==> src/hdl/rcr_pkg.sv <==
// rcr_pkg: shared types and constants of the rain column renderer
// used by rcr_front, rcr_fifo, rcr_back and led_matrix_rain_column_renderer
`default_nettype none

package rcr_pkg;

    // fixed field widths
    localparam int COL_W      = 8;   // internal column width, wide enough for any column count
    localparam int HEAD_W     = 16;
    localparam int TAIL_W     = 11;  // 5 * 255 fits
    localparam int PROD_W     = 19;  // (tail - dist) * brightness
    localparam int Q_W        = 8;   // tail green level
    localparam int MOD_BITS   = 16;  // random value width
    localparam int MOD_PER_ST = 2;   // remainder bits resolved per front stage
    localparam int FRONT_ST   = MOD_BITS / MOD_PER_ST;
    localparam int QUEUE_DEPTH = 4;
    localparam int CFG_IDX_W  = 3;
    localparam int CFG_DATA_W = 16;

    // color constants
    localparam int HEAD_RED_MUL = 180;
    localparam int TAIL_MUL     = 5;
    localparam logic [HEAD_W-1:0] HEAD_MAX = '1;

    // register indexes
    localparam logic [CFG_IDX_W-1:0] REG_FRAME_WIDTH  = 3'd0;
    localparam logic [CFG_IDX_W-1:0] REG_FRAME_HEIGHT = 3'd1;
    localparam logic [CFG_IDX_W-1:0] REG_BRIGHTNESS   = 3'd2;
    localparam logic [CFG_IDX_W-1:0] REG_TAIL_SCALE   = 3'd3;
    localparam logic [CFG_IDX_W-1:0] REG_SPAWN_RATE   = 3'd4;
    localparam logic [CFG_IDX_W-1:0] REG_FALL_SPEED   = 3'd5;
    localparam logic [CFG_IDX_W-1:0] REG_RANGE_FIRST  = 3'd6;
    localparam logic [CFG_IDX_W-1:0] REG_RANGE_LAST   = 3'd7;

    // pixel classes
    typedef enum logic [1:0] {
        PK_BLACK,
        PK_HEAD,
        PK_TAIL
    } t_pix_kind;

    // job passed from front to back
    typedef struct packed {
        logic [COL_W-1:0] col;
        logic             restart;
    } t_job;

    // derived configuration seen by front and back
    typedef struct packed {
        logic [6:0]        eff_w;
        logic [5:0]        eff_h;
        logic [7:0]        bright;
        logic [TAIL_W-1:0] tail;
        logic [7:0]        rate;
        logic [7:0]        speed;
        logic [7:0]        head_red;
        logic [15:0]       range_first;
        logic [15:0]       range_last;
    } t_cfg;

endpackage

`default_nettype wire

==> src/hdl/led_matrix_rain_column_renderer.sv <==
// led_matrix_rain_column_renderer: top level, config registers, front, queue and back
// pixel path: 8 remainder stages, queue, head read, row step, multiply and 8 divider stages;
// one pixel per cycle while items are queued and pop keeps the output slot free
// items enter each cycle while full is low; eff height rows are made per item
// reset: synchronous active low, registers to defaults, all drop heads read as zero
// depends on rcr_pkg, rcr_front, rcr_fifo, rcr_back
`default_nettype none

module led_matrix_rain_column_renderer #(
    parameter int MAX_COLUMNS = 64,
    parameter int MAX_ROWS    = 32
) (
    input  wire logic i_clk,
    input  wire logic i_rst_n,
    // item input
    input  wire logic push,
    output logic      full,
    input  wire logic [((MAX_COLUMNS > 1) ? $clog2(MAX_COLUMNS) : 1)-1:0] i_column,
    input  wire logic [15:0] i_random_value,
    // result output
    output logic      empty,
    input  wire logic pop,
    output logic [((MAX_ROWS > 1) ? $clog2(MAX_ROWS) : 1)-1:0] o_row,
    output logic [7:0] o_red_level,
    output logic [7:0] o_green_level,
    output logic [7:0] o_blue_level,
    output logic       o_last_row,
    // configuration write
    input  wire logic i_cfg_valid,
    output logic      o_cfg_ready,
    input  wire logic [rcr_pkg::CFG_IDX_W-1:0]  i_cfg_index,
    input  wire logic [rcr_pkg::CFG_DATA_W-1:0] i_cfg_data
);

    logic [6:0]  r_width;
    logic [5:0]  r_height;
    logic [7:0]  r_bright;
    logic [7:0]  r_scale;
    logic [7:0]  r_rate;
    logic [7:0]  r_speed;
    logic [15:0] r_first;
    logic [15:0] r_last;

    rcr_pkg::t_cfg w_cfg;
    rcr_pkg::t_job w_f_job;
    rcr_pkg::t_job w_q_job;
    logic          w_cfg_we;
    logic          w_clr;
    logic          w_f_valid;
    logic          w_q_full;
    logic          w_q_valid;
    logic          w_q_pop;

    // derived settings, clamped and scaled
    function automatic rcr_pkg::t_cfg derive(
        logic [6:0] w, logic [5:0] h, logic [7:0] b, logic [7:0] sc,
        logic [7:0] rt, logic [7:0] sp, logic [15:0] rf, logic [15:0] rl);
        rcr_pkg::t_cfg c;
        logic [15:0]   x;
        logic [16:0]   s;
        logic [rcr_pkg::TAIL_W-1:0] t;
        if (w == '0) begin
            c.eff_w = 7'd1;
        end else if (32'(w) > MAX_COLUMNS) begin
            c.eff_w = 7'(MAX_COLUMNS);
        end else begin
            c.eff_w = w;
        end
        if (h == '0) begin
            c.eff_h = 6'd1;
        end else if (32'(h) > MAX_ROWS) begin
            c.eff_h = 6'(MAX_ROWS);
        end else begin
            c.eff_h = h;
        end
        // 180*b/255 by reciprocal, exact for every 8 bit b
        x = 16'(b) * 16'(rcr_pkg::HEAD_RED_MUL);
        s = 17'(x) + 17'(x[15:8]) + 17'd1;
        c.head_red = s[15:8];
        t = rcr_pkg::TAIL_W'(sc) * rcr_pkg::TAIL_W'(rcr_pkg::TAIL_MUL);
        c.tail        = (t == '0) ? rcr_pkg::TAIL_W'(1) : t;
        c.bright      = b;
        c.rate        = (rt == '0) ? 8'd1 : rt;
        c.speed       = (sp == '0) ? 8'd1 : sp;
        c.range_first = rf;
        c.range_last  = rl;
        return c;
    endfunction

    assign o_cfg_ready = 1'b1;
    assign w_cfg_we    = i_cfg_valid && o_cfg_ready;
    assign w_clr       = w_cfg_we && (i_cfg_index == rcr_pkg::REG_FRAME_WIDTH);

    // configuration registers
    always_ff @(posedge i_clk) begin
        if (!i_rst_n) begin
            r_width  <= 7'd64;
            r_height <= 6'd32;
            r_bright <= 8'd255;
            r_scale  <= 8'd1;
            r_rate   <= 8'd1;
            r_speed  <= 8'd1;
            r_first  <= 16'd0;
            r_last   <= 16'hFFFF;
        end else if (w_cfg_we) begin
            unique case (i_cfg_index)
                rcr_pkg::REG_FRAME_WIDTH:  r_width  <= i_cfg_data[6:0];
                rcr_pkg::REG_FRAME_HEIGHT: r_height <= i_cfg_data[5:0];
                rcr_pkg::REG_BRIGHTNESS:   r_bright <= i_cfg_data[7:0];
                rcr_pkg::REG_TAIL_SCALE:   r_scale  <= i_cfg_data[7:0];
                rcr_pkg::REG_SPAWN_RATE:   r_rate   <= i_cfg_data[7:0];
                rcr_pkg::REG_FALL_SPEED:   r_speed  <= i_cfg_data[7:0];
                rcr_pkg::REG_RANGE_FIRST:  r_first  <= i_cfg_data;
                rcr_pkg::REG_RANGE_LAST:   r_last   <= i_cfg_data;
            endcase
        end
    end

    // derived settings, in effect right after the write edge
    assign w_cfg = derive(r_width, r_height, r_bright, r_scale,
                          r_rate, r_speed, r_first, r_last);

    rcr_front u_front (
        .i_clk       (i_clk),
        .i_rst_n     (i_rst_n),
        .i_push      (push),
        .o_full      (full),
        .i_column    (rcr_pkg::COL_W'(i_column)),
        .i_random    (i_random_value),
        .i_cfg       (w_cfg),
        .o_job_valid (w_f_valid),
        .o_job       (w_f_job),
        .i_q_full    (w_q_full)
    );

    rcr_fifo u_fifo (
        .i_clk   (i_clk),
        .i_rst_n (i_rst_n),
        .i_push  (w_f_valid),
        .i_job   (w_f_job),
        .o_full  (w_q_full),
        .i_pop   (w_q_pop),
        .o_valid (w_q_valid),
        .o_job   (w_q_job)
    );

    rcr_back #(
        .MAX_COLUMNS (MAX_COLUMNS),
        .MAX_ROWS    (MAX_ROWS)
    ) u_back (
        .i_clk         (i_clk),
        .i_rst_n       (i_rst_n),
        .i_cfg         (w_cfg),
        .i_clr_heads   (w_clr),
        .i_job_valid   (w_q_valid),
        .i_job         (w_q_job),
        .o_job_pop     (w_q_pop),
        .o_empty       (empty),
        .i_pop         (pop),
        .o_row         (o_row),
        .o_red_level   (o_red_level),
        .o_green_level (o_green_level),
        .o_blue_level  (o_blue_level),
        .o_last_row    (o_last_row)
    );

endmodule

`default_nettype wire

==> src/hdl/rcr_front.sv <==
// rcr_front: accepts column items, drops bad columns, works out the spawn decision
// pipelined restoring remainder, two bits per stage; depends on rcr_pkg
`default_nettype none

module rcr_front (
    input  wire logic                     i_clk,
    input  wire logic                     i_rst_n,
    input  wire logic                     i_push,
    output logic                          o_full,
    input  wire logic [rcr_pkg::COL_W-1:0] i_column,
    input  wire logic [rcr_pkg::MOD_BITS-1:0] i_random,
    input  wire rcr_pkg::t_cfg            i_cfg,
    output logic                          o_job_valid,
    output rcr_pkg::t_job                 o_job,
    input  wire logic                     i_q_full
);

    typedef struct packed {
        logic                          v;
        logic [rcr_pkg::COL_W-1:0]     col;
        logic [rcr_pkg::MOD_BITS-1:0]  bits;
        logic [7:0]                    rem;
    } t_fstage;

    localparam int LAST = rcr_pkg::FRONT_ST - 1;

    t_fstage r_fs [rcr_pkg::FRONT_ST];
    t_fstage n_fs [rcr_pkg::FRONT_ST];
    t_fstage w_in;
    logic    w_fen;

    // two restoring remainder steps, remainder stays below rate
    function automatic t_fstage mod_step2(t_fstage s, logic [7:0] rate);
        t_fstage    o;
        logic [8:0] r9;
        o = s;
        for (int i = 0; i < rcr_pkg::MOD_PER_ST; i++) begin
            r9     = {o.rem, o.bits[rcr_pkg::MOD_BITS-1]};
            o.bits = {o.bits[rcr_pkg::MOD_BITS-2:0], 1'b0};
            if (r9 >= {1'b0, rate}) begin
                o.rem = 8'(r9 - {1'b0, rate});
            end else begin
                o.rem = r9[7:0];
            end
        end
        return o;
    endfunction

    // whole pipe moves unless the last stage waits on the queue
    assign w_fen  = !(r_fs[LAST].v && i_q_full);
    assign o_full = !w_fen;

    // entry, columns outside the frame are accepted and dropped
    always_comb begin
        w_in.v    = i_push && ({1'b0, i_column} < 9'(i_cfg.eff_w));
        w_in.col  = i_column;
        w_in.bits = i_random;
        w_in.rem  = '0;
        n_fs[0]   = mod_step2(w_in, i_cfg.rate);
        for (int s = 1; s < rcr_pkg::FRONT_ST; s++) begin
            n_fs[s] = mod_step2(r_fs[s-1], i_cfg.rate);
        end
    end

    always_ff @(posedge i_clk) begin
        if (!i_rst_n) begin
            for (int s = 0; s < rcr_pkg::FRONT_ST; s++) begin
                r_fs[s] <= '0;
            end
        end else if (w_fen) begin
            for (int s = 0; s < rcr_pkg::FRONT_ST; s++) begin
                r_fs[s] <= n_fs[s];
            end
        end
    end

    // hand the job to the queue
    assign o_job_valid   = r_fs[LAST].v && !i_q_full;
    assign o_job.col     = r_fs[LAST].col;
    assign o_job.restart = (r_fs[LAST].rem == '0);

endmodule

`default_nettype wire

==> src/hdl/rcr_fifo.sv <==
// rcr_fifo: short job queue between front and back
// register based, depends on rcr_pkg
`default_nettype none

module rcr_fifo (
    input  wire logic          i_clk,
    input  wire logic          i_rst_n,
    input  wire logic          i_push,
    input  wire rcr_pkg::t_job i_job,
    output logic               o_full,
    input  wire logic          i_pop,
    output logic               o_valid,
    output rcr_pkg::t_job      o_job
);

    localparam int DEPTH = rcr_pkg::QUEUE_DEPTH;
    localparam int AW    = $clog2(DEPTH);

    rcr_pkg::t_job r_mem [DEPTH];
    logic [AW-1:0] r_wr;
    logic [AW-1:0] r_rd;
    logic [AW:0]   r_cnt;
    logic          w_push;
    logic          w_pop;

    assign o_full  = (r_cnt == (AW+1)'(DEPTH));
    assign o_valid = (r_cnt != '0);
    assign o_job   = r_mem[r_rd];
    assign w_push  = i_push && !o_full;
    assign w_pop   = i_pop && o_valid;

    // storage
    always_ff @(posedge i_clk) begin
        if (w_push) begin
            r_mem[r_wr] <= i_job;
        end
    end

    // pointers and fill count
    always_ff @(posedge i_clk) begin
        if (!i_rst_n) begin
            r_wr  <= '0;
            r_rd  <= '0;
            r_cnt <= '0;
        end else begin
            if (w_push) begin
                r_wr <= r_wr + 1'b1;
            end
            if (w_pop) begin
                r_rd <= r_rd + 1'b1;
            end
            r_cnt <= r_cnt + (AW+1)'(w_push) - (AW+1)'(w_pop);
        end
    end

    a_cnt_bound: assert property (@(posedge i_clk) disable iff (!i_rst_n)
        r_cnt <= (AW+1)'(DEPTH))
        else $error("job queue count beyond depth");

endmodule

`default_nettype wire

==> src/hdl/rcr_back.sv <==
// rcr_back: head memory, row sequencer and pixel pipeline with pipelined divider
// depends on rcr_pkg
`default_nettype none

module rcr_back #(
    parameter int MAX_COLUMNS = 64,
    parameter int MAX_ROWS    = 32
) (
    input  wire logic          i_clk,
    input  wire logic          i_rst_n,
    input  wire rcr_pkg::t_cfg i_cfg,
    input  wire logic          i_clr_heads,
    input  wire logic          i_job_valid,
    input  wire rcr_pkg::t_job i_job,
    output logic               o_job_pop,
    output logic               o_empty,
    input  wire logic          i_pop,
    output logic [((MAX_ROWS > 1) ? $clog2(MAX_ROWS) : 1)-1:0] o_row,
    output logic [7:0]         o_red_level,
    output logic [7:0]         o_green_level,
    output logic [7:0]         o_blue_level,
    output logic               o_last_row
);

    localparam int RW  = (MAX_ROWS > 1) ? $clog2(MAX_ROWS) : 1;
    localparam int YW  = RW + 1;
    localparam int CW  = (MAX_COLUMNS > 1) ? $clog2(MAX_COLUMNS) : 1;
    localparam int NST = 2 + rcr_pkg::Q_W;
    localparam int HW  = rcr_pkg::HEAD_W;

    typedef struct packed {
        logic                         v;
        logic [RW-1:0]                row;
        logic                         last;
        rcr_pkg::t_pix_kind           kind;
        logic [rcr_pkg::PROD_W-1:0]   rem;
        logic [rcr_pkg::Q_W-1:0]      q;
    } t_stage;

    // head memory and per-column valid bits
    logic [HW-1:0]          r_mem [MAX_COLUMNS];
    logic [MAX_COLUMNS-1:0] r_hv;

    // load slot
    logic                      r_ld_v;
    logic [rcr_pkg::COL_W-1:0] r_ld_col;
    logic                      r_ld_restart;
    logic [HW-1:0]             r_rd_data;
    logic                      r_rd_hv;
    logic                      r_ld_byp;
    logic [HW-1:0]             r_byp_data;

    // row sequencer
    logic          r_g_v;
    logic [HW-1:0] r_g_head;
    logic [RW-1:0] r_g_y;
    logic [HW-1:0] r_g_idx;

    t_stage r_st [NST];
    t_stage n_st [NST];

    logic                        w_ben;
    logic                        w_xfer;
    logic [HW-1:0]               w_ld_head;
    logic [HW:0]                 w_sum;
    logic [HW-1:0]               w_ld_next;
    logic [HW-1:0]               w_y16;
    logic [HW-1:0]               w_dist;
    logic                        w_last;
    logic                        w_inr;
    rcr_pkg::t_pix_kind          w_kind;
    logic [rcr_pkg::TAIL_W-1:0]  w_diff;

    // whole back end moves when the output slot is free or taken
    assign w_ben = !r_st[NST-1].v || i_pop;

    // head of the loaded column, with restart and same-edge bypass
    always_comb begin
        if (r_ld_restart) begin
            w_ld_head = '0;
        end else if (r_ld_byp) begin
            w_ld_head = r_byp_data;
        end else if (r_rd_hv) begin
            w_ld_head = r_rd_data;
        end else begin
            w_ld_head = '0;
        end
        w_sum     = {1'b0, w_ld_head} + (HW+1)'(i_cfg.speed);
        w_ld_next = w_sum[HW] ? rcr_pkg::HEAD_MAX : w_sum[HW-1:0];
    end

    // current row classification
    always_comb begin
        w_y16  = HW'(r_g_y);
        w_dist = r_g_head - w_y16;
        w_last = (({1'b0, r_g_y} + 1'b1) == YW'(i_cfg.eff_h));
        w_inr  = (r_g_idx >= i_cfg.range_first) && (r_g_idx <= i_cfg.range_last);
        w_diff = i_cfg.tail - w_dist[rcr_pkg::TAIL_W-1:0];
        w_kind = rcr_pkg::PK_BLACK;
        if (w_inr && (r_g_head >= w_y16)) begin
            if (w_dist == '0) begin
                w_kind = rcr_pkg::PK_HEAD;
            end else if (w_dist < HW'(i_cfg.tail)) begin
                w_kind = rcr_pkg::PK_TAIL;
            end
        end
    end

    assign w_xfer    = w_ben && r_ld_v && (!r_g_v || w_last);
    assign o_job_pop = w_ben && i_job_valid && (!r_ld_v || w_xfer);

    // memory read at pop, write of the advanced head at transfer
    always_ff @(posedge i_clk) begin
        if (o_job_pop) begin
            r_rd_data  <= r_mem[i_job.col[CW-1:0]];
            r_byp_data <= w_ld_next;
            r_ld_col   <= i_job.col;
            r_ld_restart <= i_job.restart;
        end
        if (w_xfer) begin
            r_mem[r_ld_col[CW-1:0]] <= w_ld_next;
        end
    end

    // head valid bits, cleared on reset and on any width write
    always_ff @(posedge i_clk) begin
        if (!i_rst_n || i_clr_heads) begin
            r_hv <= '0;
        end else if (w_xfer) begin
            r_hv[r_ld_col[CW-1:0]] <= 1'b1;
        end
    end

    // load slot control
    always_ff @(posedge i_clk) begin
        if (!i_rst_n) begin
            r_ld_v   <= 1'b0;
            r_rd_hv  <= 1'b0;
            r_ld_byp <= 1'b0;
        end else if (o_job_pop) begin
            r_ld_v   <= 1'b1;
            r_rd_hv  <= r_hv[i_job.col[CW-1:0]];
            r_ld_byp <= w_xfer && (r_ld_col == i_job.col);
        end else if (w_xfer) begin
            r_ld_v <= 1'b0;
        end
    end

    // row sequencer
    always_ff @(posedge i_clk) begin
        if (!i_rst_n) begin
            r_g_v    <= 1'b0;
            r_g_head <= '0;
            r_g_y    <= '0;
            r_g_idx  <= '0;
        end else if (w_ben) begin
            if (w_xfer) begin
                r_g_v    <= 1'b1;
                r_g_head <= w_ld_head;
                r_g_y    <= '0;
                r_g_idx  <= HW'(r_ld_col);
            end else if (r_g_v) begin
                if (w_last) begin
                    r_g_v <= 1'b0;
                end else begin
                    r_g_y   <= r_g_y + 1'b1;
                    r_g_idx <= r_g_idx + HW'(i_cfg.eff_w);
                end
            end
        end
    end

    // pixel pipeline: multiply, then one quotient bit per stage
    always_comb begin
        logic [rcr_pkg::PROD_W-1:0] v_sh;
        n_st[0].v    = r_g_v;
        n_st[0].row  = r_g_y;
        n_st[0].last = w_last;
        n_st[0].kind = w_kind;
        n_st[0].rem  = rcr_pkg::PROD_W'(w_diff);
        n_st[0].q    = '0;
        n_st[1]      = r_st[0];
        n_st[1].rem  = rcr_pkg::PROD_W'(r_st[0].rem[rcr_pkg::TAIL_W-1:0])
                     * rcr_pkg::PROD_W'(i_cfg.bright);
        for (int s = 2; s < NST; s++) begin
            n_st[s] = r_st[s-1];
            v_sh = rcr_pkg::PROD_W'(i_cfg.tail) << (NST - 1 - s);
            if (r_st[s-1].rem >= v_sh) begin
                n_st[s].rem = r_st[s-1].rem - v_sh;
                n_st[s].q[NST-1-s] = 1'b1;
            end
        end
    end

    always_ff @(posedge i_clk) begin
        if (!i_rst_n) begin
            for (int s = 0; s < NST; s++) begin
                r_st[s] <= '0;
            end
        end else if (w_ben) begin
            for (int s = 0; s < NST; s++) begin
                r_st[s] <= n_st[s];
            end
        end
    end

    // output colors
    always_comb begin
        o_red_level   = '0;
        o_green_level = '0;
        unique case (r_st[NST-1].kind)
            rcr_pkg::PK_HEAD: begin
                o_red_level   = i_cfg.head_red;
                o_green_level = i_cfg.bright;
            end
            rcr_pkg::PK_TAIL: begin
                o_green_level = r_st[NST-1].q;
            end
            default: begin
                o_red_level   = '0;
                o_green_level = '0;
            end
        endcase
    end

    assign o_blue_level = o_red_level;
    assign o_row        = r_st[NST-1].row;
    assign o_last_row   = r_st[NST-1].last;
    assign o_empty      = !r_st[NST-1].v;

    a_row_in_frame: assert property (@(posedge i_clk) disable iff (!i_rst_n)
        r_g_v |-> ({1'b0, r_g_y} < YW'(i_cfg.eff_h)))
        else $error("row sequencer past frame height");

    a_tail_below_bright: assert property (@(posedge i_clk) disable iff (!i_rst_n)
        (r_st[NST-1].v && (r_st[NST-1].kind == rcr_pkg::PK_TAIL))
        |-> ((r_st[NST-1].q < i_cfg.bright) || (i_cfg.bright == '0)))
        else $error("tail level not below brightness");

    a_bypass_nonzero: assert property (@(posedge i_clk) disable iff (!i_rst_n)
        (r_ld_v && r_ld_byp) |-> (r_byp_data != '0))
        else $error("bypassed head did not advance");

endmodule

`default_nettype wire
==> config.mk <==
export PLATFORM = sky130hd
export DESIGN_NAME = led_matrix_rain_column_renderer
export DESIGN_NICKNAME = d
export VERILOG_FILES = /design/src/hdl/rcr_pkg.sv /design/src/hdl/led_matrix_rain_column_renderer.sv /design/src/hdl/rcr_front.sv /design/src/hdl/rcr_fifo.sv /design/src/hdl/rcr_back.sv
export SDC_FILE = /design/constraint.sdc
export NUM_CORES = 2
export LEC_CHECK = 0
export ABC_CLOCK_PERIOD_IN_PS = 15150
export BUFFER_PORTS_ARGS = -buffer_cell sky130_fd_sc_hd__clkbuf_2
export CORE_ASPECT_RATIO = 1.5
export CORE_MARGIN = 3
export CORE_UTILIZATION = 30
export CTS_CLUSTER_SIZE = 8
export DETAILED_ROUTE_END_ITERATION = 8
export GPL_TIMING_DRIVEN = 0
export PLACE_DENSITY = 0.5
export SLEW_MARGIN = 20
export SYNTH_ARGS = -nofsm -noshare
export SYNTH_HDL_FRONTEND = slang
export SYNTH_HIERARCHICAL = 1
export SYNTH_SLANG_ARGS = --single-unit
==> constraint.sdc <==
create_clock -name i_clk -period 15.15 [get_ports i_clk]
set_input_delay 1.515 -clock i_clk [delete_from_list [all_inputs] [get_ports i_clk]]
set_output_delay 1.515 -clock i_clk [all_outputs]
set_load 0.05 [all_outputs]
Word level (Yosys, flattened, before mapping) --
Memories as Yosys holds them, arrays and structs flattened. A register that Yosys moved wholly into a read port is not among the register bits. Index checks and enable logic that the tools add are counted.
Word-level totals: register bits after elaboration 214, memories kept 4, word-level logic and storage cells 268, bits in writable memories 1668
Cells by class: multipliers 3, add/subtract/negate cells 36, bitwise gates (word level) 19, reductions and logical operators 44, multiplexer cells 93, $lt $le $gt $ge 34, eq/ne operators 13
Memories:
- u_back.r_mem | depth 64, bits a word 16, rd ports 1, clocked after Yosys merged registers in 1, write ports 1, line rcr_back.sv:41 | logic [HW-1:0] r_mem [MAX_COLUMNS];
- u_back.r_st | depth 10, bits a word 36, rd ports 10, clocked after Yosys merged registers in 0, write ports 10, line rcr_back.sv:59 | t_stage r_st [NST];
- u_front.r_fs | depth 8, bits a word 31, rd ports 8, clocked after Yosys merged registers in 0, write ports 8, line rcr_front.sv:27 | t_fstage r_fs [rcr_pkg::FRONT_ST];
- u_fifo.r_mem | depth 4, bits a word 9, rd ports 1, clocked after Yosys merged registers in 1, write ports 1, line rcr_fifo.sv:19 | rcr_pkg::t_job r_mem [DEPTH];
Operators by type and width (count):
- two-way mux 36 bit | 10
- two-way mux 31 bit | 8
- two-way mux 8 bit | 19
- >= comparator 9 x 8 -> 1 bit | 15
- two-way mux 19 bit | 7
- subtractor 8 bit | 15
- two-way mux 16 bit | 7
- bitwise OR 64 bit | 1
- two-way mux 1 bit | 25
- logical NOT 8 bit | 3
- two-way mux 20 bit | 1
- >= comparator 19 x 11 -> 1 bit | 1
- >= comparator 19 x 12 -> 1 bit | 1
- >= comparator 19 x 13 -> 1 bit | 1
- >= comparator 19 x 14 -> 1 bit | 1
- >= comparator 19 x 15 -> 1 bit | 1
- >= comparator 19 x 16 -> 1 bit | 1
- >= comparator 19 x 17 -> 1 bit | 1
- >= comparator 19 x 18 -> 1 bit | 1
- multiplier 11 x 8 -> 19 bit | 1
- subtractor 19 x 11 -> 19 bit | 1
- subtractor 19 x 12 -> 19 bit | 1
- subtractor 19 x 13 -> 19 bit | 1
- subtractor 19 x 14 -> 19 bit | 1
- other kinds (57) | 118

Logic depth before layout (Yosys ltp) --
depth after elaboration 11, mapped depth 22, gate-level depth less buffers 21

Cells and area by module --
The synthesis kept the hierarchy.
By module, submodules not included:
- rcr_back | cells an instance 4209, times used 1, area an instance 66369.9 um^2
- rcr_front | cells an instance 1343, times used 1, area an instance 14054.7 um^2
- led_matrix_rain_column_renderer | cells an instance 592, times used 1, area an instance 4703.3 um^2
- rcr_fifo | cells an instance 95, times used 1, area an instance 1779.2 um^2

Worst setup path before layout --
Ideal clock, no wire load.
path kind input to register, start point in i_rst_n, end point mem u_back/r_st[0][10] (netlist name) (enable), arrival time 6.761 ns, stages on the path 3, setup slack 6.222 ns, library setup time 2.167 ns, path through clkbuf_1 clkbuf_1 nand2_1
RTL lines:
- start, declared | line led_matrix_rain_column_renderer.sv:14 | input wire logic i_rst_n,
- end, declared | line rcr_back.sv:59

==> results.sh <==
export IMPL_synth_area_leader_cell="edfxtp_1"
export IMPL_synthTopCellsByCount="edfxtp_1, nand2_1, ha_1"
export IMPL_crit_chain="ha_1 -> ha_1 -> inv_1 -> fa_1 -> fa_1 -> nand2b_1 -> a211oi_1 -> nor2_1 -> xor2_1 -> inv_1 -> ha_1 -> o21a_1 -> o21ai_0 -> a21o_1 -> a221o_1 -> and4bb_1 -> xor2_1 -> and2_1 -> buf_4 -> clkbuf_2"
export IMPL_setup_viol=0
export IMPL_critPathKind="flip-flop to primary output"
export IMPL_grt_overflow_total=0
export IMPL_wirelength_um=242000
export IMPL_syn_area_mm2=0.0869
export IMPL_reg2reg_setup_slack_ps=8630
export IMPL_clk_path_buf_depth=4
export IMPL_worstMarginPinSlew_ps=1180
export IMPL_intPower_w=0.0108
export IMPL_grt_pass1_vias=56200
export IMPL_synth_seq_cells=1773
export IMPL_rsz0062_at_grt="no"
export IMPL_portBuffers=71
export IMPL_path_clk_slew_ps=50
export IMPL_start_util_pct=30.2
export IMPL_first_pass_iters=6
export IMPL_cts_root_buf="clkbuf_16"
export IMPL_pwr_share_comb_pct=31.9
export IMPL_ant_nets=0
export IMPL_yosysMostFrequentCell="edfxtp_1"
export IMPL_critPathSlowestCell="dfxtp_1"
export IMPL_grtUsageTotal_pct=16.2
export IMPL_hold_path_class="flip-flop to flip-flop"
export IMPL_insertion_delay_ps=900
export IMPL_finalCritPeriodShare_pct=52.8
export IMPL_avgSynthCellArea_um2=13.9
export IMPL_syn_to_final_growth_pct=15.6
export IMPL_routabilityCongestion=0.852
export IMPL_grt_max_degree=66
export IMPL_status="finished, final reports clean"
export IMPL_pwr_share_seq_pct=36.8
export IMPL_power_density_mw_per_mm2=157
export IMPL_fin_util_pct=34.9
export IMPL_timing_rr_start="r_scale[1]"
export IMPL_synth_distinct_cells=115
export IMPL_tns_ps=0
export IMPL_async_flop_share_pct=0
export IMPL_wl_per_cell_um=23.0
export IMPL_numCtsBuffers=248
export IMPL_drc=0
export IMPL_critical_path_required_ps=13640
export IMPL_grt_antenna_before_repair=21
export IMPL_num_vias=53300
export IMPL_syn_inst=6239
export IMPL_ys_warn_count=6
export IMPL_path_max_fanout=8
export IMPL_fin_crit_ps=7990
export IMPL_grt_pass1_wl_um=363000
export IMPL_cts_tree="done"
export IMPL_yosysSeqAreaShare_pct=59.1
export IMPL_maxSlewHeadroom_pct=21.0
export IMPL_synth_top_area_share_pct=54.7
export IMPL_placed_area_mm2=0.0937
export IMPL_drive_gt1_share_pct=15.8
export IMPL_placementRows=241
export IMPL_cts_setup_buffers=0
export IMPL_cp_start_kind="flip-flop"
export IMPL_holdCritStartpoint="u_back/r_hv[34]"
export IMPL_fmax_mhz=125
export IMPL_maxSlewViolCount=0
export IMPL_die_area_mm2=0.296
export IMPL_p_leak_nw=35.0
export IMPL_core_mm2=0.288
export IMPL_post_cts_resized=0
export IMPL_avgViaCountPerCell=5.06
export IMPL_dp_final_hpwl_um=176000
export IMPL_ios=79
export IMPL_die_w_um=445
export IMPL_finClkSkew_ps=81.5
export IMPL_arrival_ps=6480
export IMPL_endpoint_kind="primary output"
export IMPL_final_area_mm2=0.100
export IMPL_synth_area_leaders="edfxtp_1, mux4_2, ha_1"
export IMPL_cpMostUsedCell="ha_1"
export IMPL_switching_share_pct=31.9
export IMPL_power_switching_w=0.00504
export IMPL_clockPowerShare_pct=31.3
export IMPL_synth_flop_cell="edfxtp_1"
export IMPL_first_iter_violations=3641
export IMPL_synth_edff_count=1582
export IMPL_postCtsHoldBufs=0
export IMPL_hold_violations=0
export IMPL_max_stage_delay_ps=800
export IMPL_cts_sinks=1773
export IMPL_die_h_um=665
export IMPL_htreeDepth=4
export IMPL_hold_slack_ps=448
export IMPL_vdd_drop_max_v=0.000106
export IMPL_cap_violations=0
export IMPL_crit_path_start="r_bright[0]"
export IMPL_nNetsFinal=7173
cell type report:
type                    instances  area, um^2
inverters                     318        1190
multi-input cells            3859       33400
repair buffers                164        1780
well taps                    3766        4710
diodes                          7        17.5
flip-flops and latches       1773       51300
clock buffers                 338        6600
fillers                     27800      187000
plain buffers                 292        1340
clock inverters                 6         104
flip-flops by register name, summed over array words and instances (netlist names), 8 cells and up, named ones only:
| register | count |
|---|---|
| u_back/r_g_head | 16 |
| r_rate | 8 |
| u_back/r_hv | 64 |
| u_back/r_mem | 1024 |
| u_back/r_ld_col | 8 |
| r_scale | 8 |
| r_bright | 8 |
| u_back/r_byp_data | 16 |
| r_first | 16 |
| u_back/r_rd_data | 16 |
| u_back/r_st | 289 |
| u_front/r_fs | 192 |
| u_fifo/r_mem | 36 |
| u_back/r_g_idx | 16 |
| r_last | 16 |
| r_speed | 8 |
stage by stage:
stage | std cells | power (W) | setup WS (ps)
6_report | 10500 | 0.0158 | 7160
3_3_place_gp | 10100 | 0.0109 | 1870
4_1_cts | 10500 | 0.0160 | 7000
3_5_place_dp | 10200 | 0.0109 | 7920
2_1_floorplan | 6242 | 0.00976 | 6220
5_1_grt | 10500 | 0.0168 | 6740
per-layer routing:
| layer | vias up | wire length [um] | GRT usage (%) | part of all wire (%) |
|---|---|---|---|---|
| met5 | - | 27 | 0 | 0.011 |
| met4 | 4 | 11600 | 7.42 | 4.8 |
| met3 | 490 | 9740 | 2.05 | 4.0 |
| met2 | 1238 | 132000 | 30.9 | 54 |
| met1 | 27000 | 89100 | 17.6 | 37 |
| li1 | 24500 | - | - | - |
critical path: cells and delay by family, from the launching register on:
| kind | cells | cell delay, ps |
|---|---|---|
| AO/OA/AOI/OAI | 5 | 1150 |
| XOR/XNOR | 2 | 460 |
| adder cells (fa/ha/maj) | 5 | 1970 |
| buffers and inverters | 4 | 510 |
| flip-flops | 1 | 800 |
| AND/OR/NAND/NOR | 4 | 740 |
cell families after synthesis:
| kind of cell | synth area share (%) |
|---|---|
| XOR/XNOR | 1.81 |
| other | 0.00864 |
| flip-flops | 59.1 |
| adder cells (fa/ha/maj) | 7.57 |
| multiplexers | 10.8 |
| AND/OR/NAND/NOR | 10.0 |
| AO/OA/AOI/OAI | 7.86 |
| buffers and inverters | 2.90 |
power groups by stage:
| stage | Clock, W | Combinational (W) | Sequential (W) |
|---|---|---|---|
| floorplan | 0 | 0.00394 | 0.00582 |
| global placement | 0 | 0.00494 | 0.00591 |
| detailed placement | 0 | 0.00500 | 0.00590 |
| CTS | 0.00510 | 0.00504 | 0.00581 |
| global route | 0.00529 | 0.00566 | 0.00583 |
| finish | 0.00496 | 0.00504 | 0.00581 |
placed cells by master, fill, tap and decap left out, types with 166 or more instances in the layout:
master and n:
clkbuf_16 249, inv_1 315, and2_1 226, nor2_1 266, ha_1 380, nand2_1 457
dfxtp_1 191, and3_1 166, clkbuf_1 272, a21oi_1 218, o21ai_0 214, mux4_2 362
edfxtp_1 1582
path summary, 6_finish.rpt:
check	end	cells past startpoint
worst min-delay path	u_back/r_hv[34]	2
worst min register to register	u_back/r_hv[34]	2
worst max register to register	u_back/r_st[8][10]	22
worst max-delay path	o_red_level[6]	20
(Power assumes the default switching activity.)
